<file path="src/sv/set_dedup_union_intersect_diff_top_macros.svh">
// ----------------------------------------------------------------------------
// set engine assertion macros
// shared concurrent assertion forms, sampled on clk, disabled in reset
// ----------------------------------------------------------------------------
`ifndef SET_DEDUP_UNION_INTERSECT_DIFF_TOP_MACROS_SVH
`define SET_DEDUP_UNION_INTERSECT_DIFF_TOP_MACROS_SVH

// same-cycle implication
`define SDU_ASSERT_IMP(label, ante, cons, msg) \
    label: assert property (@(posedge clk) disable iff (!rst_n) (ante) |-> (cons)) \
        else $error(msg);

// next-cycle implication
`define SDU_ASSERT_NXT(label, ante, cons, msg) \
    label: assert property (@(posedge clk) disable iff (!rst_n) (ante) |=> (cons)) \
        else $error(msg);

`endif

</file>
<file path="src/sv/sdu_pkg.sv">
// ----------------------------------------------------------------------------
// set engine package
// widths, item kind and operation codes, store control bundle
// ----------------------------------------------------------------------------
package sdu_pkg;

    localparam int CAPACITY_DEF = 32;
    localparam int ELEM_W       = 32;
    localparam int KIND_W       = 2;
    localparam int OP_W         = 2;

    // item kinds
    localparam logic [KIND_W-1:0] KIND_APPEND_A = 2'd0;
    localparam logic [KIND_W-1:0] KIND_APPEND_B = 2'd1;
    localparam logic [KIND_W-1:0] KIND_RUN      = 2'd2;

    // operation register codes
    localparam logic [OP_W-1:0] OP_DEDUP     = 2'd0;
    localparam logic [OP_W-1:0] OP_UNION     = 2'd1;
    localparam logic [OP_W-1:0] OP_INTERSECT = 2'd2;
    localparam logic [OP_W-1:0] OP_DIFF      = 2'd3;

    typedef struct packed {
        logic append;
        logic clear;
    } store_ctl_t;

endpackage

</file>
<file path="src/sv/sdu_req_if.sv">
// ----------------------------------------------------------------------------
// set engine request channel
// input items: kind and element value
// ----------------------------------------------------------------------------
interface sdu_req_if;

    logic                              valid;
    logic                              ready;
    logic [sdu_pkg::KIND_W-1:0]        kind;
    logic signed [sdu_pkg::ELEM_W-1:0] value;

    modport source (output valid, output kind, output value, input ready);
    modport sink   (input valid, input kind, input value, output ready);

endinterface

</file>
<file path="src/sv/sdu_rsp_if.sv">
// ----------------------------------------------------------------------------
// set engine result channel
// result elements with last, empty and overflow marks
// ----------------------------------------------------------------------------
interface sdu_rsp_if;

    logic                              valid;
    logic                              ready;
    logic signed [sdu_pkg::ELEM_W-1:0] element;
    logic                              last;
    logic                              empty_res;
    logic                              overflow;

    modport source (output valid, output element, output last, output empty_res,
                    output overflow, input ready);
    modport sink   (input valid, input element, input last, input empty_res,
                    input overflow, output ready);

endinterface

</file>
<file path="src/sv/sdu_cfg_if.sv">
// ----------------------------------------------------------------------------
// set engine configuration channel
// write port of the operation register
// ----------------------------------------------------------------------------
interface sdu_cfg_if;

    logic                        valid;
    logic                        ready;
    logic [sdu_pkg::OP_W-1:0]    operation;

    modport source (output valid, output operation, input ready);
    modport sink   (input valid, input operation, output ready);

endinterface

</file>
<file path="src/sv/set_dedup_union_intersect_diff_top.sv">
// appends (kind 0 or 1) and ignored kinds give no result
// a run walks the list a elements (and for union the list b elements) through one shared 32-bit equality compare
// req.ready is high only between runs; results leave through a one-deep output register
// rst_n is asynchronous active low: counts, overflow flag, operation and sequencer cleared
// ----------------------------------------------------------------------------
// set engine top level
// dedup, union, intersection and difference over two stored operand lists
// ----------------------------------------------------------------------------
`include "set_dedup_union_intersect_diff_top_macros.svh"

module set_dedup_union_intersect_diff_top #(
    parameter int  CAPACITY = sdu_pkg::CAPACITY_DEF,
    localparam int IDX_W    = (CAPACITY > 1) ? $clog2(CAPACITY) : 1,
    localparam int CNT_W    = $clog2(CAPACITY + 1)
) (
    input  logic clk,
    input  logic rst_n,
    sdu_req_if.sink   req,
    sdu_rsp_if.source rsp,
    sdu_cfg_if.sink   cfg
);

    // sequencer states
    //   idle     : take appends and run items
    //   cand_rd  : issue read of candidate i, or end the list
    //   cand_cap : latch candidate, start the duplicate scan
    //   scan     : stream store entries past the comparator
    //   emit     : push held result out, hold the new one
    //   flush    : send the final (or empty) result and empty the stores
    typedef enum logic [2:0] {
        S_IDLE,
        S_CAND_RD,
        S_CAND_CAP,
        S_SCAN,
        S_EMIT,
        S_FLUSH
    } state_t;

    state_t                     state_reg, state_next;
    logic                       phase_b_reg, phase_b_next;    // candidates from list b
    logic                       mem_scan_reg, mem_scan_next;  // membership scan, else dup scan
    logic [CNT_W-1:0]           i_reg, i_next;
    logic [CNT_W-1:0]           j_reg, j_next;
    logic [CNT_W-1:0]           limit_reg, limit_next;
    logic [sdu_pkg::ELEM_W-1:0] cand_reg, cand_next;
    logic                       hit_reg, hit_next;
    logic                       cmp_vld_reg, cmp_vld_next;
    logic [sdu_pkg::ELEM_W-1:0] pend_reg, pend_next;
    logic                       pend_vld_reg, pend_vld_next;
    logic                       out_vld_reg, out_vld_next;
    logic [sdu_pkg::ELEM_W-1:0] out_elem_reg, out_elem_next;
    logic                       out_last_reg, out_last_next;
    logic                       out_empty_reg, out_empty_next;
    logic                       out_ovf_reg, out_ovf_next;
    logic [sdu_pkg::OP_W-1:0]   op_reg, op_next;
    logic                       dropped_reg, dropped_next;

    sdu_pkg::store_ctl_t        ctl_a, ctl_b;
    logic [IDX_W-1:0]           rd_addr;
    logic [sdu_pkg::ELEM_W-1:0] rd_a, rd_b;
    logic [CNT_W-1:0]           count_a, count_b;
    logic                       full_a, full_b;

    logic [CNT_W-1:0]           cur_n;
    logic [sdu_pkg::ELEM_W-1:0] scan_data;
    logic                       eq;
    logic                       issue;
    logic                       need_mem;
    logic                       keep_mem;
    logic                       out_free;

    // ------------------------------------------------------------------
    // operand stores; both see the same read index, only one is used
    // ------------------------------------------------------------------
    sdu_store #(
        .CAPACITY (CAPACITY)
    ) u_store_a (
        .clk     (clk),
        .rst_n   (rst_n),
        .ctl     (ctl_a),
        .wr_data (req.value),
        .rd_addr (rd_addr),
        .rd_data (rd_a),
        .count   (count_a),
        .full    (full_a)
    );

    sdu_store #(
        .CAPACITY (CAPACITY)
    ) u_store_b (
        .clk     (clk),
        .rst_n   (rst_n),
        .ctl     (ctl_b),
        .wr_data (req.value),
        .rd_addr (rd_addr),
        .rd_data (rd_b),
        .count   (count_b),
        .full    (full_b)
    );

    // ------------------------------------------------------------------
    // datapath around the shared comparator
    // ------------------------------------------------------------------
    assign rd_addr   = (state_reg == S_CAND_RD) ? i_reg[IDX_W-1:0] : j_reg[IDX_W-1:0];
    assign cur_n     = phase_b_reg ? count_b : count_a;

    // dup scan reads the candidate's own list, membership scan the other one
    assign scan_data = (phase_b_reg ^ mem_scan_reg) ? rd_b : rd_a;
    assign eq        = cmp_vld_reg && (scan_data == cand_reg);
    assign issue     = (j_reg < limit_reg);

    // list b candidates (union tail) always check against a
    assign need_mem  = phase_b_reg || (op_reg == sdu_pkg::OP_INTERSECT)
                       || (op_reg == sdu_pkg::OP_DIFF);
    assign keep_mem  = (!phase_b_reg && (op_reg == sdu_pkg::OP_INTERSECT)) ? hit_reg
                                                                            : !hit_reg;

    assign out_free  = !out_vld_reg || rsp.ready;

    assign req.ready     = (state_reg == S_IDLE);
    assign cfg.ready     = 1'b1;
    assign rsp.valid     = out_vld_reg;
    assign rsp.element   = out_elem_reg;
    assign rsp.last      = out_last_reg;
    assign rsp.empty_res = out_empty_reg;
    assign rsp.overflow  = out_ovf_reg;

    // ------------------------------------------------------------------
    // sequencer
    // ------------------------------------------------------------------
    always_comb
    begin
        state_next     = state_reg;
        phase_b_next   = phase_b_reg;
        mem_scan_next  = mem_scan_reg;
        i_next         = i_reg;
        j_next         = j_reg;
        limit_next     = limit_reg;
        cand_next      = cand_reg;
        hit_next       = hit_reg;
        cmp_vld_next   = cmp_vld_reg;
        pend_next      = pend_reg;
        pend_vld_next  = pend_vld_reg;
        out_vld_next   = out_vld_reg;
        out_elem_next  = out_elem_reg;
        out_last_next  = out_last_reg;
        out_empty_next = out_empty_reg;
        out_ovf_next   = out_ovf_reg;
        op_next        = op_reg;
        dropped_next   = dropped_reg;
        ctl_a          = '0;
        ctl_b          = '0;

        // result register empties on a transfer
        if (rsp.ready)
        begin
            out_vld_next = 1'b0;
        end

        if (cfg.valid)
        begin
            op_next = cfg.operation;
        end

        case (state_reg)
            S_IDLE:
            begin
                if (req.valid)
                begin
                    case (req.kind)
                        sdu_pkg::KIND_APPEND_A:
                        begin
                            ctl_a.append = 1'b1;
                            if (full_a)
                            begin
                                dropped_next = 1'b1;
                            end
                        end
                        sdu_pkg::KIND_APPEND_B:
                        begin
                            ctl_b.append = 1'b1;
                            if (full_b)
                            begin
                                dropped_next = 1'b1;
                            end
                        end
                        sdu_pkg::KIND_RUN:
                        begin
                            i_next       = '0;
                            phase_b_next = 1'b0;
                            state_next   = S_CAND_RD;
                        end
                        default:
                        begin
                            // unused kind, dropped silently
                        end
                    endcase
                end
            end

            S_CAND_RD:
            begin
                if (i_reg == cur_n)
                begin
                    if (!phase_b_reg && (op_reg == sdu_pkg::OP_UNION))
                    begin
                        // union continues with the b elements
                        phase_b_next = 1'b1;
                        i_next       = '0;
                    end
                    else
                    begin
                        state_next = S_FLUSH;
                    end
                end
                else
                begin
                    state_next = S_CAND_CAP;
                end
            end

            S_CAND_CAP:
            begin
                cand_next     = phase_b_reg ? rd_b : rd_a;
                j_next        = '0;
                limit_next    = i_reg;   // earlier entries of the same list
                hit_next      = 1'b0;
                cmp_vld_next  = 1'b0;
                mem_scan_next = 1'b0;
                state_next    = S_SCAN;
            end

            S_SCAN:
            begin
                // one read issued per cycle, compared in the following cycle
                hit_next = hit_reg || eq;
                if (issue)
                begin
                    j_next       = j_reg + CNT_W'(1);
                    cmp_vld_next = 1'b1;
                end
                else
                begin
                    cmp_vld_next = 1'b0;
                end

                if (!issue && !cmp_vld_reg)
                begin
                    if (!mem_scan_reg)
                    begin
                        if (hit_reg)
                        begin
                            // repeat of an earlier element
                            i_next     = i_reg + CNT_W'(1);
                            state_next = S_CAND_RD;
                        end
                        else if (need_mem)
                        begin
                            mem_scan_next = 1'b1;
                            j_next        = '0;
                            limit_next    = phase_b_reg ? count_a : count_b;
                            hit_next      = 1'b0;
                        end
                        else
                        begin
                            state_next = S_EMIT;
                        end
                    end
                    else if (keep_mem)
                    begin
                        state_next = S_EMIT;
                    end
                    else
                    begin
                        i_next     = i_reg + CNT_W'(1);
                        state_next = S_CAND_RD;
                    end
                end
            end

            S_EMIT:
            begin
                // one result is held back so the final one can carry last
                if (!pend_vld_reg || out_free)
                begin
                    if (pend_vld_reg)
                    begin
                        out_vld_next   = 1'b1;
                        out_elem_next  = pend_reg;
                        out_last_next  = 1'b0;
                        out_empty_next = 1'b0;
                        out_ovf_next   = dropped_reg;
                    end
                    pend_next     = cand_reg;
                    pend_vld_next = 1'b1;
                    i_next        = i_reg + CNT_W'(1);
                    state_next    = S_CAND_RD;
                end
            end

            S_FLUSH:
            begin
                if (out_free)
                begin
                    out_vld_next   = 1'b1;
                    out_elem_next  = pend_vld_reg ? pend_reg : '0;
                    out_last_next  = 1'b1;
                    out_empty_next = !pend_vld_reg;
                    out_ovf_next   = dropped_reg;
                    pend_vld_next  = 1'b0;
                    dropped_next   = 1'b0;
                    ctl_a.clear    = 1'b1;
                    ctl_b.clear    = 1'b1;
                    state_next     = S_IDLE;
                end
            end

            default:
            begin
                state_next = S_IDLE;
            end
        endcase
    end

    always_ff @(posedge clk or negedge rst_n)
    begin
        if (!rst_n)
        begin
            state_reg     <= S_IDLE;
            phase_b_reg   <= 1'b0;
            mem_scan_reg  <= 1'b0;
            i_reg         <= '0;
            j_reg         <= '0;
            limit_reg     <= '0;
            cand_reg      <= '0;
            hit_reg       <= 1'b0;
            cmp_vld_reg   <= 1'b0;
            pend_reg      <= '0;
            pend_vld_reg  <= 1'b0;
            out_vld_reg   <= 1'b0;
            out_elem_reg  <= '0;
            out_last_reg  <= 1'b0;
            out_empty_reg <= 1'b0;
            out_ovf_reg   <= 1'b0;
            op_reg        <= sdu_pkg::OP_DEDUP;
            dropped_reg   <= 1'b0;
        end
        else
        begin
            state_reg     <= state_next;
            phase_b_reg   <= phase_b_next;
            mem_scan_reg  <= mem_scan_next;
            i_reg         <= i_next;
            j_reg         <= j_next;
            limit_reg     <= limit_next;
            cand_reg      <= cand_next;
            hit_reg       <= hit_next;
            cmp_vld_reg   <= cmp_vld_next;
            pend_reg      <= pend_next;
            pend_vld_reg  <= pend_vld_next;
            out_vld_reg   <= out_vld_next;
            out_elem_reg  <= out_elem_next;
            out_last_reg  <= out_last_next;
            out_empty_reg <= out_empty_next;
            out_ovf_reg   <= out_ovf_next;
            op_reg        <= op_next;
            dropped_reg   <= dropped_next;
        end
    end

    // ------------------------------------------------------------------
    // checks
    // ------------------------------------------------------------------
    `SDU_ASSERT_IMP(a_idle_clean, state_reg == S_IDLE,
                    !pend_vld_reg && !cmp_vld_reg, "held result or compare left over in idle")
    `SDU_ASSERT_IMP(a_empty_is_last, rsp.valid && rsp.empty_res, rsp.last,
                    "empty result without last mark")
    `SDU_ASSERT_NXT(a_flush_clears, state_reg == S_FLUSH && out_free,
                    count_a == '0 && count_b == '0 && !dropped_reg, "stores not emptied after run")
    `SDU_ASSERT_IMP(a_count_bound, 1'b1,
                    count_a <= CNT_W'(CAPACITY) && count_b <= CNT_W'(CAPACITY),
                    "store count above capacity")

endmodule

</file>
<file path="src/sv/sdu_store.sv">
// ----------------------------------------------------------------------------
// set engine operand store
// append-only element memory with fill count and registered read port
// ----------------------------------------------------------------------------
module sdu_store #(
    parameter int  CAPACITY = sdu_pkg::CAPACITY_DEF,
    localparam int IDX_W    = (CAPACITY > 1) ? $clog2(CAPACITY) : 1,
    localparam int CNT_W    = $clog2(CAPACITY + 1)
) (
    input  logic                       clk,
    input  logic                       rst_n,
    input  sdu_pkg::store_ctl_t        ctl,
    input  logic [sdu_pkg::ELEM_W-1:0] wr_data,
    input  logic [IDX_W-1:0]           rd_addr,
    output logic [sdu_pkg::ELEM_W-1:0] rd_data,
    output logic [CNT_W-1:0]           count,
    output logic                       full
);

    logic [sdu_pkg::ELEM_W-1:0] mem [CAPACITY];
    logic [CNT_W-1:0]           count_reg;
    logic [CNT_W-1:0]           count_next;

    assign full  = (count_reg == CNT_W'(CAPACITY));
    assign count = count_reg;

    always_comb
    begin
        count_next = count_reg;
        if (ctl.clear)
        begin
            count_next = '0;
        end
        else if (ctl.append && !full)
        begin
            count_next = count_reg + CNT_W'(1);
        end
    end

    always_ff @(posedge clk or negedge rst_n)
    begin
        if (!rst_n)
        begin
            count_reg <= '0;
        end
        else
        begin
            count_reg <= count_next;
        end
    end

    // no reset on the array, only written entries are ever used
    always_ff @(posedge clk)
    begin
        if (ctl.append && !full)
        begin
            mem[count_reg[IDX_W-1:0]] <= wr_data;
        end
        rd_data <= mem[rd_addr];
    end

endmodule

</file>
<file path="src/flat_wrapper.sv">
// flat-port wrapper written by rule: the top's interface ports become plain ports
module set_dedup_union_intersect_diff_top_flat 
#(
    parameter int  CAPACITY = sdu_pkg::CAPACITY_DEF,
    localparam int IDX_W    = (CAPACITY > 1) ? $clog2(CAPACITY) : 1,
    localparam int CNT_W    = $clog2(CAPACITY + 1)
)
  (clk, rst_n, req_valid, req_kind, req_value, req_ready, rsp_valid, rsp_element, rsp_last, rsp_empty_res, rsp_overflow, rsp_ready, cfg_valid, cfg_operation, cfg_ready);
  sdu_req_if req_i ();
  sdu_rsp_if rsp_i ();
  sdu_cfg_if cfg_i ();
  input  logic clk;
  input  logic rst_n;
  input wire logic [$bits(req_i.valid)-1:0] req_valid;
  input wire logic [$bits(req_i.kind)-1:0] req_kind;
  input wire logic [$bits(req_i.value)-1:0] req_value;
  output wire logic [$bits(req_i.ready)-1:0] req_ready;
  output wire logic [$bits(rsp_i.valid)-1:0] rsp_valid;
  output wire logic [$bits(rsp_i.element)-1:0] rsp_element;
  output wire logic [$bits(rsp_i.last)-1:0] rsp_last;
  output wire logic [$bits(rsp_i.empty_res)-1:0] rsp_empty_res;
  output wire logic [$bits(rsp_i.overflow)-1:0] rsp_overflow;
  input wire logic [$bits(rsp_i.ready)-1:0] rsp_ready;
  input wire logic [$bits(cfg_i.valid)-1:0] cfg_valid;
  input wire logic [$bits(cfg_i.operation)-1:0] cfg_operation;
  output wire logic [$bits(cfg_i.ready)-1:0] cfg_ready;
  assign req_i.valid = req_valid;
  assign req_i.kind = req_kind;
  assign req_i.value = req_value;
  assign req_ready = req_i.ready;
  assign rsp_valid = rsp_i.valid;
  assign rsp_element = rsp_i.element;
  assign rsp_last = rsp_i.last;
  assign rsp_empty_res = rsp_i.empty_res;
  assign rsp_overflow = rsp_i.overflow;
  assign rsp_i.ready = rsp_ready;
  assign cfg_i.valid = cfg_valid;
  assign cfg_i.operation = cfg_operation;
  assign cfg_ready = cfg_i.ready;
  set_dedup_union_intersect_diff_top #(.CAPACITY(CAPACITY)) u_core (.clk(clk), .rst_n(rst_n), .req(req_i), .rsp(rsp_i), .cfg(cfg_i));
endmodule
</file>
<file path="config.mk">
export PLATFORM = sky130hd
export DESIGN_NAME = set_dedup_union_intersect_diff_top_flat
export DESIGN_NICKNAME = d
export VERILOG_FILES = /design/src/sv/sdu_pkg.sv /design/src/sv/sdu_req_if.sv /design/src/sv/sdu_rsp_if.sv /design/src/sv/sdu_cfg_if.sv /design/src/sv/set_dedup_union_intersect_diff_top.sv /design/src/sv/sdu_store.sv /design/src/flat_wrapper.sv
export VERILOG_INCLUDE_DIRS = /design/src /design/src/sv
export SDC_FILE = /design/constraint.sdc
export NUM_CORES = 2
export LEC_CHECK = 0
export BUFFER_PORTS_ARGS = -buffer_cell sky130_fd_sc_hd__buf_2
export CAP_MARGIN = 20
export CORE_ASPECT_RATIO = 1.75
export CORE_MARGIN = 4
export CORE_UTILIZATION = 40
export CTS_CLUSTER_DIAMETER = 60
export DETAILED_ROUTE_END_ITERATION = 10
export PLACE_DENSITY_LB_ADDON = 0.2
export SLEW_MARGIN = 20
export SYNTH_ARGS = -nofsm -noshare
export SYNTH_HDL_FRONTEND = slang
export SYNTH_SLANG_ARGS = --single-unit
</file>
<file path="constraint.sdc">
create_clock -name clk -period 11.2 [get_ports clk]
set_clock_uncertainty 0.15 [all_clocks]
set_input_delay 0.56 -clock clk [delete_from_list [all_inputs] [get_ports clk]]
set_output_delay 0.56 -clock clk [all_outputs]
set_load 0.005 [all_outputs]
</file>
==> flow_metrics.env <==
export IMPL_status="finished clean"
export IMPL_tightest_slew_ns=1.19
export IMPL_met2_usage_pct=44.7
export IMPL_pin_count=79
export IMPL_hpwl_mm=166
export IMPL_post_cts_setup_buffers=0
export IMPL_detail_route_wl_per_cell_um=32.2
export IMPL_async_reset_ff_share_pct=6.26
export IMPL_period_needed_ns=5.71
export IMPL_layout_drive_gt1_share_pct=11.7
export IMPL_area_growth_pct=12.3
export IMPL_relSlewSlack_pct=20.5
export IMPL_r2r_cells=10
export IMPL_seqPwrFrac_pct=44.1
export IMPL_syn_area_um2=88500
export IMPL_grt_pass1_wl_mm=412
export IMPL_grt_busiest_layer="met2"
export IMPL_clk_pin_slew_ns=0.07
export IMPL_initial_core_util_pct=40.2
export IMPL_drt_first_pass_iters=6
export IMPL_seqCellArea_um2=66300
export IMPL_synth_xor_area_share_pct=0.553
export IMPL_cts_buffers=200
export IMPL_worstSkewPairLatency_ns=0.86
export IMPL_rsz0062_at_grt="no"
export IMPL_gp_congestion=0.852
export IMPL_hold_viol=0
export IMPL_startpoint_type="flop"
export IMPL_rrSetupSlack_ns=5.49
export IMPL_drv_cap=0
export IMPL_fp_dieW_um=364
export IMPL_setup_worst_path_end_class="flop"
export IMPL_synth_compound_area_share_pct=6.44
export IMPL_nets=6268
export IMPL_cts_buffer_depth=4
export IMPL_internal_power_mw=15.3
export IMPL_die_y_um=630
export IMPL_yosysTopAreaCell="edfxtp_1"
export IMPL_cts_sinks=2253
export IMPL_p_comb_share_pct=26.3
export IMPL_filler_cell_count=19489
export IMPL_crit_fanout=80
export IMPL_ir_drop_v=0.000219
export IMPL_leakage_nw=33.7
export IMPL_synth_top_family_by_area="simple AND/OR/NAND/NOR gates"
export IMPL_criticalPathCategory="flop to flop"
export IMPL_antenna_found_initial=14
export IMPL_synth_adder_area_share_pct=0.212
export IMPL_synth_edf_count=2048
export IMPL_wirelength_mm=298
export IMPL_antenna_left=0
export IMPL_netlist_instances=6119
export IMPL_yosysUniqueCellTypes=72
export IMPL_dp_cells=8876
export IMPL_ys_seq_elements=2253
export IMPL_avgSynthCellArea_um2=14.5
export IMPL_dieArea_um2=229000
export IMPL_vias=54883
export IMPL_final_setup_tns_ns=0
export IMPL_yosysWarnings=0
export IMPL_ys_flop_type="edfxtp_1"
export IMPL_power_switching_mw=7.86
export IMPL_numPortBuffers=77
export IMPL_synthMuxAreaShare_pct=5.74
export IMPL_rows=228
export IMPL_core_area_um2=220000
export IMPL_use_met3_pct=3.80
export IMPL_yosys_area_share_simple_pct=10.0
export IMPL_grt_max_degree=137
export IMPL_use_met1_pct=29.6
export IMPL_h_tree_depth=4
export IMPL_drcViolationCount=0
export IMPL_cts_root_buf="clkbuf_16"
export IMPL_netSwitchingFraction_pct=33.9
export IMPL_grtUsageTotal_pct=25.4
export IMPL_viasPerCell=5.93
export IMPL_yosysSeqAreaShare_pct=74.9
export IMPL_gr_total_overflow=0
export IMPL_required_ns=11.75
export IMPL_min_path_cells=1
export IMPL_synth_top_area_share_pct=69.5
export IMPL_powerDensity_nw_per_um2=233
export IMPL_setup_viol=0
export IMPL_cts_tree="done"
export IMPL_fmax_ghz=0.175
export IMPL_cp_arrival_ns=6.27
export IMPL_slew_violations=0
export IMPL_p_clk_share_pct=29.6
export IMPL_multi_input_comb_area_um2=21000
export IMPL_yosys_top_cells_area="edfxtp_1, nand2_1, dfrtp_1"
export IMPL_synth_fp_nets=6175
export IMPL_min_path_type="primary input to flop"
export IMPL_post_route_period_util_pct=51.0
export IMPL_cts_resized=0
export IMPL_first_iter_violations=6147
export IMPL_first_global_vias=53284
export IMPL_final_cells=9249
layout make-up:
class,instances,area share [%]
repair buffers,267,1.97
clock inverters,100,1.02
clock buffers,257,5.36
well taps,2875,3.62
inverters,26,0.0982
diodes,7,0.0176
multi-input cells,3464,21.2
flip-flops and latches,2253,66.7
power by group through the flow:
| stage | combinational (mW) | clock (mW) | sequential, mW |
|---|---|---|---|
| floorplan | 4.11 | 0 | 9.87 |
| global placement | 6.03 | 0 | 10.4 |
| detailed placement | 6.08 | 0 | 10.4 |
| CTS | 6.11 | 6.95 | 10.2 |
| global route | 6.52 | 7.29 | 10.2 |
| finish | 6.10 | 6.87 | 10.2 |
timing repair:
| action | CTS | global route |
|---|---|---|
| hold buffers | 8 | 0 |
| setup endpoints to repair | 0 | 0 |
| hold endpoints to repair | 72 | 0 |
cell families (layout without fill, tap and decap cells):
kind of cell	Yosys count	in the layout
other cells	1	8
fa+ha+maj	15	15
mux	430	430
flops	2253	2253
xor+xnor	55	55
buf+inv	402	650
compound gates	893	893
simple gates	2070	2070
path summary, 6_finish.rpt:
path	start	endpoint
max	u_core.state_reg[0]	u_core.u_store_b.rd_data[13]
min reg2reg	u_core.rsp.overflow	u_core.rsp.overflow
max in group asynchronous	rst_n	u_core.phase_b_reg
max reg2reg	u_core.state_reg[0]	u_core.u_store_b.rd_data[13]
min in group asynchronous	rst_n	u_core.rsp.element[9]
min	req_value[22]	u_core.u_store_b.mem[22][22]
synthesized netlist by cell type, types with 25 or more instances:
cell type / number
edfxtp_1: 2048
nand2_1: 1395
mux2i_1: 332
a21oi_1: 289
clkbuf_1: 197
nand3_1: 183
a31oi_1: 156
nor2_1: 155
dfrtp_1: 141
and3_1: 130
o22ai_1: 117
buf_2: 116
nor4_1: 113
o21ai_0: 72
dfxtp_1: 64
mux4_2: 58
a32oi_1: 53
mux2_2: 40
a311oi_1: 34
xor2_1: 34
a22o_1: 33
a22oi_1: 32
a221oi_1: 29
buf_4: 29
inv_1: 26
nand4_1: 25
layer usage:
metal	part of all wire, %	vias to the layer above
met5	0.025	-
met4	6.7	12
met3	7.0	683
met2	51	2486
met1	35	28430
li1	-	23272
placed cells by master, fill, tap and decap left out, types with 25 or more instances in the layout:
master     Yosys  routed
edfxtp_1    2048    2048
nand2_1     1395    1389
mux2i_1      332     328
a21oi_1      289     288
clkbuf_16      0     200
nand3_1      183     183
buf_4         29     178
a31oi_1      156     156
dfrtp_1      141     140
and3_1       130     130
o22ai_1      117     117
nor4_1       113     110
nor2_1       155      84
o21ai_0       72      72
buf_2        116      72
nor2_4         0      70
dfxtp_1       64      64
mux4_2        58      58
a32oi_1       53      53
clkbuf_1     197      46
clkinv_2       0      39
mux2_2        40      37
a311oi_1      34      34
xor2_1        34      34
a22o_1        33      33
a22oi_1       32      32
a221oi_1      29      29
inv_1         26      26
nand4_1       25      25
stage by stage:
| step | cell area (um^2) | setup slack (ns) | utilization, % | power (mW) | hold WS [ns] |
|---|---|---|---|---|---|
| 6_report | 99400 | 5.49 | 45.1 | 23.2 | 0.0804 |
| 5_1_grt | 99400 | 5.27 | 45.1 | 24.0 | 0.0693 |
| 4_1_cts | 99300 | 5.56 | 45.1 | 23.3 | 0.0208 |
| 3_5_place_dp | 92900 | 5.57 | 42.2 | 16.5 | 0.325 |
| 3_3_place_gp | 92800 | 5.62 | 42.2 | 16.4 | 0.310 |
| 2_1_floorplan | 88500 | 7.32 | - | 14.0 | 0.114 |
worst max-delay path, stage by stage (launching register included):
cell and delay, ns:
dfrtp_1 0.70, or3b_2 0.51, buf_4 0.30, mux2_8 0.73, buf_4 0.75, buf_4 0.78, nor2_4 0.28, buf_4 0.33
a221oi_1 0.35, o21ai_0 0.13, a311oi_1 0.31
No activity file was read; power rests on OpenSTA's default activity.
